[src/aat_pkg.sv]
// aat_pkg: types, widths and register codes for the affine box transform
// no dependencies; used by every module of the block
package aat_pkg;

    localparam int FIELD_W        = 32;
    localparam int MAT_W          = 32;
    localparam int FRAC_W         = 16;
    localparam int COORD_WIDTH_DEF = 32;
    localparam int NUM_AXES       = 3;
    localparam int NUM_REGS       = 6;
    localparam int CFG_IDX_W      = 3;
    localparam int CFG_DATA_W     = 64;
    localparam int NUM_STAGES     = 4;

    typedef enum logic [CFG_IDX_W-1:0] {
        REG_ROW0_COLS01 = 3'd0,
        REG_ROW0_COLS23 = 3'd1,
        REG_ROW1_COLS01 = 3'd2,
        REG_ROW1_COLS23 = 3'd3,
        REG_ROW2_COLS01 = 3'd4,
        REG_ROW2_COLS23 = 3'd5
    } reg_idx_t;

    localparam logic [CFG_DATA_W-1:0] CFG_RESET [NUM_REGS] = '{
        64'h0000_0000_0001_0000,
        64'h0000_0000_0000_0000,
        64'h0001_0000_0000_0000,
        64'h0000_0000_0000_0000,
        64'h0000_0000_0000_0000,
        64'h0000_0000_0001_0000
    };

    typedef struct packed {
        logic signed [FIELD_W-1:0] lo_x;
        logic signed [FIELD_W-1:0] lo_y;
        logic signed [FIELD_W-1:0] lo_z;
        logic signed [FIELD_W-1:0] hi_x;
        logic signed [FIELD_W-1:0] hi_y;
        logic signed [FIELD_W-1:0] hi_z;
    } box_t;

    typedef struct packed {
        logic signed [FIELD_W-1:0] new_lo_x;
        logic signed [FIELD_W-1:0] new_lo_y;
        logic signed [FIELD_W-1:0] new_lo_z;
        logic signed [FIELD_W-1:0] new_hi_x;
        logic signed [FIELD_W-1:0] new_hi_y;
        logic signed [FIELD_W-1:0] new_hi_z;
        logic        [FIELD_W-1:0] side_x;
        logic        [FIELD_W-1:0] side_y;
        logic        [FIELD_W-1:0] side_z;
        logic                      overflow;
    } res_t;

    // one matrix row plus its translation
    typedef struct packed {
        logic signed [MAT_W-1:0] m0;
        logic signed [MAT_W-1:0] m1;
        logic signed [MAT_W-1:0] m2;
        logic signed [MAT_W-1:0] tr;
    } row_t;

    typedef struct packed {
        logic signed [FIELD_W-1:0] lo;
        logic signed [FIELD_W-1:0] hi;
        logic        [FIELD_W-1:0] side;
        logic                      ovf;
    } lane_res_t;

    // per-stage load enables from the pipeline control
    typedef struct packed {
        logic [NUM_STAGES-1:0] en;
    } stage_ctl_t;

endpackage

[src/aat_pipe_ctrl.sv]
// aat_pipe_ctrl: valid bits and per-stage load enables of the four-stage pipeline
// depends on aat_pkg
module aat_pipe_ctrl
    import aat_pkg::*;
(
    input  logic       clk,
    input  logic       rst_n,
    input  logic       box_valid,
    output logic       box_stall,
    output logic       res_valid,
    input  logic       res_stall,
    output stage_ctl_t ctl
);

    logic [NUM_STAGES-1:0] valid_reg;
    logic [NUM_STAGES-1:0] valid_next;
    logic [NUM_STAGES-1:0] ready;

    always_comb
    begin
        ready[NUM_STAGES-1] = !valid_reg[NUM_STAGES-1] || !res_stall;
        for (int k = NUM_STAGES - 2; k >= 0; k--)
        begin
            ready[k] = !valid_reg[k] || ready[k+1];
        end
        valid_next[0] = ready[0] ? box_valid : valid_reg[0];
        for (int k = 1; k < NUM_STAGES; k++)
        begin
            valid_next[k] = ready[k] ? valid_reg[k-1] : valid_reg[k];
        end
    end

    always_ff @(posedge clk or negedge rst_n)
    begin
        if (!rst_n)
        begin
            valid_reg <= '0;
        end
        else
        begin
            valid_reg <= valid_next;
        end
    end

    assign ctl.en    = ready;
    assign box_stall = !ready[0];
    assign res_valid = valid_reg[NUM_STAGES-1];

endmodule

[config.mk]
export PLATFORM = sky130hd
export DESIGN_NAME = aat_pipe_ctrl
export DESIGN_NICKNAME = d
export VERILOG_FILES = /design/src/aat_pkg.sv /design/src/aat_pipe_ctrl.sv
export SDC_FILE = /design/constraint.sdc
export NUM_CORES = 1
export LEC_CHECK = 0
export ABC_AREA = 1
export BUFFER_PORTS_ARGS = -buffer_cell sky130_fd_sc_hd__buf_4
export CORE_AREA = 2 2 39 41
export DETAILED_ROUTE_END_ITERATION = 16
export DIE_AREA = 0 0 41 43
export PLACE_DENSITY_LB_ADDON = 0.25
export SETUP_SLACK_MARGIN = 0.4
export SLEW_MARGIN = 10
export SYNTH_ARGS = -nofsm -noshare
export SYNTH_HDL_FRONTEND = slang
export SYNTH_SLANG_ARGS = --single-unit
export TNS_END_PERCENT = 10
[constraint.sdc]
create_clock -name clk -period 1.6 [get_ports clk]
set_clock_uncertainty 0.2 [all_clocks]
set_input_delay 0.32 -clock clk [delete_from_list [all_inputs] [get_ports clk]]
set_output_delay 0.32 -clock clk [all_outputs]
set_load 0.01 [all_outputs]
# ---- Yosys cells after proc, flatten, opt, wreduce, memory -nomap -nowiden
# Cells that the tools add are included.
dict set report totals {
  ramBits 0
  register_bits 4
  word_cells 14
  rom_bits 0
  latch_bits 0
  out_inout_bits 6
  memories 0
}
dict set report classes {
  shifts 0
  n_eq_ne 0
  multipliers 0
  n_reduce_logical 10
  n_bitwise 0
  magnitude_cmp 0
  addsub 0
  muxes 0
  n_div 0
}
# operator count
set op_table {}
lappend op_table {{$logic_not 1->1} 6}
lappend op_table {{$logic_or 1x1->1} 4}

# ---- Longest topological paths before layout
# Gate-level depths: netlist of run 1.
dict set report logic_depth {
  ltp_word 6
  mapped_depth 4
  depth_no_buf 4
}

# ---- Worst setup path before layout of run 1
# No wires, ideal clock.
dict set report synth_timing {
  path_type {register to output}
  start {register valid_reg[3]}
  end {output port box_stall}
  setup_slack_ns 0.238
  arrival_time_ns 0.842
  stages_incl_launch_ff 5
  path_cell_list {dfrtp_1 nand2_2 nor2_4 nand3_2 inv_1}
}
# element line_no
set synth_lines {}
lappend synth_lines {{from (decl)} aat_pipe_ctrl.sv:15} ;# logic [NUM_STAGES-1:0] valid_reg;
lappend synth_lines {{from (signal assigned)} aat_pipe_ctrl.sv:41} ;# valid_reg <= valid_next;
lappend synth_lines {{to (decl)} aat_pipe_ctrl.sv:9} ;# output logic box_stall,

==> impl_metrics.ini, run 1 <==
[timing]
unrepaired_setup_endpoints_after_global_routing = yes
timing.final.max_slew_violations = 0
hold_viol = 0
maxClockFrequency_mhz = 635.2
final_worst_path_period_need_ns = 1.574
worst_slew_pin_slew_ns = 0.1390
fin_worst_hold_slack_ns = 0.06916
report.final.setup_viol = 0
slew-limit-headroom_pct = 90.71
fin_setup_tns_ns = 0
period_share_pct = 98.39

[critical_path]
path_delay_family = flip-flops
worst-endpoint-required_ns = 1.08
r2r_slack_ns = 0.55
worst_setup_path_end_kind = output port
regToRegStartpoint = valid_reg[3]
crit_path_start_kind = flip-flop
crit_slowest_cell = dfrtp_1
critical-path-max-stage-delay_ns = 0.35
worst_path_depth = 4
critical_path_peak_fanout = 4
crit_path_start = valid_reg[3]
r2r.worst_path.cells = 3
setup.worst_path.class = reg2out
cell_by_cell_listing_of_the_critical_path = nand2_2 -> nor2_4 -> nand3_4 -> buf_4
cp.arrival_ns = 1.05
critPathCapture = ctl[0]
r2r_end = valid_reg[2]
critPathBufInv = 1

[global_route]
grt_start_max_net_pins = 5
via_count_of_the_first_global_routing_pass = 169
groute.usage.overall_pct = 6.754
antenna_found_initial = 0
gr-total-overflow = 0
first_pass_grt_wire_length_um = 641

[synth]
seq_area_frac_synth_pct = 59.70
yosys-top-cells-area = dfrtp_1 60%, inv_1 11%, nand2_1 9.0%, nor2_4 6.7%, nand3_2 6.0%
synth.cell_area_sq_um = 167.7
synth_cells = 17
synthesis.yosys.warnings = 0
syn-num-nets = 21
post-synth-top-area-fraction_pct = 59.70
syn_avg_cell_area_sq_um = 9.862
ys_seq_elements = 4
post-synth-top-area-cell = dfrtp_1
synth_cell_types = 7

[detailed_routing]
detail_route.vias_per_cell = 3.435
postRouteAntennaNets = 0
wl_um = 324
wl_per_cell_um = 7.043
post-route-drc-count = 0
initialDrtViolationCount = 2
via_count = 158
drt-pass1-iter-count = 2

[die]
die_width_um = 41
fp-row-count = 14
core_area_sq_um = 1384
io-pin-count = 10
die-area_sq_um = 1763
die_height_um = 43
initial_core_util_pct = 12.12

[power]
p_per_area_nw_per_um2 = 1046
power_leakage_nw = 0.1535
ir_drop_mv = 0.4101

[finish]
num_antenna_cells = 0
sequential_cell_area_sq_um = 100.1
multi_input_comb_area_sq_um = 56.30
area_growth_syn_to_layout_pct = 78.36
nets = 36
filler_cell_count = 148
largest_register_ff_count = 4
drive_above_1_share_pct = 53.33

[clock_tree]
cts_num_sinks = 4
insertion_delay_ns = 0.23
cts_tree = yes
clock_tree.htree_level_count = 1
tritoncts.num_buffers = 3
cts_root_buffer = clkbuf_4
postCtsSetupBuffers = 0
clk_pin_slew_worst_paths_ns = 0.04
clock_tree.buffer_depth = 2

[run_status]
outcome = finished clean

[placed_design]
port_buffers = 9
gp_routability_congestion = 0.5726

[hold_path]
hold_path_class = in2reg

[flow_run]
max-cap-violations = 0
==> synth_stat cells <==
library cell and count:
nand2_1 4, nor2_4 1, inv_1 5, dfrtp_1 4, nand2_2 1, nand3_2 1, or2_1 1
==> kinds of logic after synthesis <==
group | count (synthesis) | synth area share (%)
flops | 4 | 59.70
buf+inv | 5 | 11.20
simple gates | 8 | 29.11
==> routing by layer <==
layer  vias up  GRT usage (%)  share of wire (%)
met2        12          6.875                 32
li1         77              -                  -
met5         -              0                  0
met3         2          7.853                 17
met4         0          8.000                2.8
met1        67          5.863                 47
==> worst reg2reg max path, delay by kind of cell (launching register included) <==
family           cells  cell delay [ns]
flip-flops           1             0.38
AND/OR/NAND/NOR      3             0.35
==> cell type report <==
cell class	count	area share, %
Sequential cell	4	33.47
Clock buffer	3	7.531
Timing Repair Buffer	10	27.20
Tap cell	16	6.695
Multi-Input combinational cell	8	18.83
Inverter	5	6.276
==> worst min path at each step <==
stage | start | slack (ns) | to | cells after the start
floorplan | rst_n | -0.18 | valid_reg[0] | 0
finish | box_valid | 0.07 | valid_reg[0] | 3
global route | box_valid | 0.09 | valid_reg[0] | 3
CTS | box_valid | 0.06 | valid_reg[0] | 3
global placement | rst_n | -0.08 | valid_reg[3] | 1
detailed placement | rst_n | -0.08 | valid_reg[3] | 1
==> layout by cell type (no fill, tap or decap) <==
cell type,netlist,layout
buf_4,0,8
inv_1,5,4
nand2_1,4,4
dfrtp_1,4,4
clkbuf_4,0,3
nand2_2,1,1
nor2_4,1,1
nand3_4,0,1
inv_2,0,1
or2_1,1,1
dlygate4sd3_1,0,1
buf_6,0,1
==> timing repair <==
action,in CTS,in global routing
hold endpoints to repair,4,0
pin swaps,0,0
hold buffers,1,0
endpoints found under the setup margin,6,6
resized for setup,0,1
==> power by group <==
group / total (W) / switching (W) / internal [W]
clock network: 0.000125 / 0.0000412 / 0.0000839
registers: 0.000120 / 0.00000758 / 0.000112
logic: 0.0000681 / 0.0000331 / 0.0000350
total: 0.000313 / 0.0000819 / 0.000231
==> per-stage QoR <==
| stage | setup WS [ns] | instance area, sq um | std cells | util [%] | power [W] |
|---|---|---|---|---|---|
| floorplan | 0.2680 | 175.2 | 17 | - | 0.0001536 |
| global placement | 0.2329 | 262.8 | 42 | 18.99 | 0.0001845 |
| detailed placement | 0.2128 | 262.8 | 42 | 18.99 | 0.0001867 |
| CTS | 0.0004925 | 295.3 | 46 | 21.34 | 0.0003189 |
| global route | -0.06222 | 299.0 | 46 | 21.61 | 0.0003393 |
| finish | 0.02570 | 299.0 | 46 | 21.61 | 0.0003127 |
Note: power is estimated with default switching activity, not from simulation.
==> run 2, diff against run 1 <==
GPL_TIMING_DRIVEN = 0   (was not set)
RECOVER_POWER = 25   (was not set)
==> run 2 against run 1 <==
  * Flip-flop and latch count unchanged
  * Count of clock-buffer cells in the layout stayed put
  * Hold slack unchanged
  * Via count stayed put
  * Non-clock buffer count did not move
  * Fmax about the same
  * Largest power group unchanged
==> impl_metrics.ini, run 2 (synthesis gave the netlist of run 1 again) <==
[timing]
period_share_pct = 98.44
slew-limit-headroom_pct = 84.43
timing.final.max_slew_violations = 0
report.final.setup_viol = 0
hold_viol = 0
worst_slew_pin_slew_ns = 0.2335
fin_setup_tns_ns = 0
unrepaired_setup_endpoints_after_global_routing = yes
final_worst_path_period_need_ns = 1.575
maxClockFrequency_mhz = 634.9

[detailed_routing]
wl_met3_um = 56
drt-pass1-iter-count = 2
initialDrtViolationCount = 2
top_layer = met4
wl_met2_um = 103
wl_um = 321
met1_length_um = 151
wl_per_cell_um = 6.978
postRouteAntennaNets = 0
post-route-drc-count = 0
detail_route.vias_per_cell = 3.435
via_count = 158

[finish]
layout_commonest_cell = buf_4
layoutNonFillerInstCount = 46
num_antenna_cells = 0
largest_register_ff_count = 4
nets = 36
drive_above_1_share_pct = 50.00
most_frequent_cells_in_the_layout = 7 x buf_4, 4 x inv_1, 4 x nand2_1, 4 x dfrtp_1, 3 x clkbuf_4
area_growth_syn_to_layout_pct = 76.12

[critical_path]
crit_path_start_kind = flip-flop
crit_slowest_cell = dfrtp_1
r2r.worst_path.cells = 3
worst-endpoint-required_ns = 1.08
r2r_slack_ns = 0.55
critical_path_peak_fanout = 4
critical-path-max-stage-delay_ns = 0.35
cp.arrival_ns = 1.05
setup.worst_path.class = reg2out
cell_by_cell_listing_of_the_critical_path = nand2_2 -> nor2_4 -> nand3_4 -> buf_4
worst_setup_path_end_kind = output port

[clock_tree]
cts_root_buffer = clkbuf_4
insertion_delay_ns = 0.23
clock_tree.htree_level_count = 1
cts_num_sinks = 4
tritoncts.num_buffers = 3
clk_pin_slew_worst_paths_ns = 0.04
clock_tree.buffer_depth = 2
postCtsSetupBuffers = 0
cts_tree = yes

[hold_path]
hold_path_class = in2reg
worstHoldPathCells = 3

[power]
ir_drop_mv = 0.4101
power_leakage_nw = 0.1499
p_per_area_nw_per_um2 = 1055

[run_status]
outcome = finished clean

[die]
initial_core_util_pct = 12.12
core_area_sq_um = 1384
die-area_sq_um = 1763
io-pin-count = 10
die_height_um = 43
die_width_um = 41
fp-row-count = 14

[global_route]
antenna_found_initial = 0
gr-total-overflow = 0
groute.usage.overall_pct = 6.754
via_count_of_the_first_global_routing_pass = 169
grt_start_max_net_pins = 5
first_pass_grt_wire_length_um = 641

[placed_design]
port_buffers = 9
dpl.cell_count = 42
gp_routability_congestion = 0.5726

[flow_run]
max-cap-violations = 0
-- run 2: path summary, 6_finish.rpt --
kind,startpoint,endpoint
hold reg to reg,valid_reg[2],valid_reg[3]
setup / recovery,valid_reg[3],ctl[0]
min in group asynchronous,rst_n,valid_reg[3]
setup reg to reg,valid_reg[3],valid_reg[2]
max in group asynchronous,rst_n,valid_reg[1]
hold / removal,box_valid,valid_reg[0]
-- run 2: what timing repair did --
action | CTS | global route
hold endpoints to repair | 4 | 0
gates resized for setup | 0 | 1
endpoints found under the setup margin | 6 | 6
hold buffers | 1 | 0
-- run 2: power breakdown --
group / switching (W) / internal [W] / leakage [nW] / total (W)
Clock: 0.0000412 / 0.0000839 / 0.0138 / 0.000125
Sequential: 0.00000758 / 0.000112 / 0.0419 / 0.000120
Combinational: 0.0000331 / 0.0000339 / 0.0942 / 0.0000670
Total: 0.0000818 / 0.000230 / 0.150 / 0.000312
-- run 2: worst max-delay path, delay by kind of cell (launching register included) --
| family | cells | cell delay [ns] |
|---|---|---|
| DFF | 1 | 0.35 |
| and+or+nand+nor | 3 | 0.31 |
| buffers and inverters | 1 | 0.15 |
-- run 2: layout make-up --
| class | count | area [sq um] |
|---|---|---|
| timing repair buffer | 10 | 77.57 |
| clock buffer | 3 | 22.52 |
| tap | 16 | 20.02 |
| multi-input combinational | 8 | 56.30 |
| sequential | 4 | 100.1 |
| inverter | 5 | 18.77 |
| fill | 150 | 1089 |
-- run 2: metal layers --
metal,GRT usage [%],vias up
li1,-,77
met1,5.863,67
met2,6.875,12
met3,7.853,2
met4,8.000,0
met5,0,-
-- run 2: stage by stage --
step           util, %  hold slack (ns)  worst slack (ns)  power [W]  cell area (sq um)
2_1_floorplan        -          -0.1756            0.2680  0.0001536              175.2
3_3_place_gp     18.99         -0.08369            0.2329  0.0001845              262.8
3_5_place_dp     18.99         -0.07832            0.2128  0.0001867              262.8
4_1_cts          21.34          0.06356         0.0004925  0.0003189              295.3
5_1_grt          21.34          0.09427          -0.06222  0.0003381              295.3
6_report         21.34          0.06916           0.02502  0.0003116              295.3
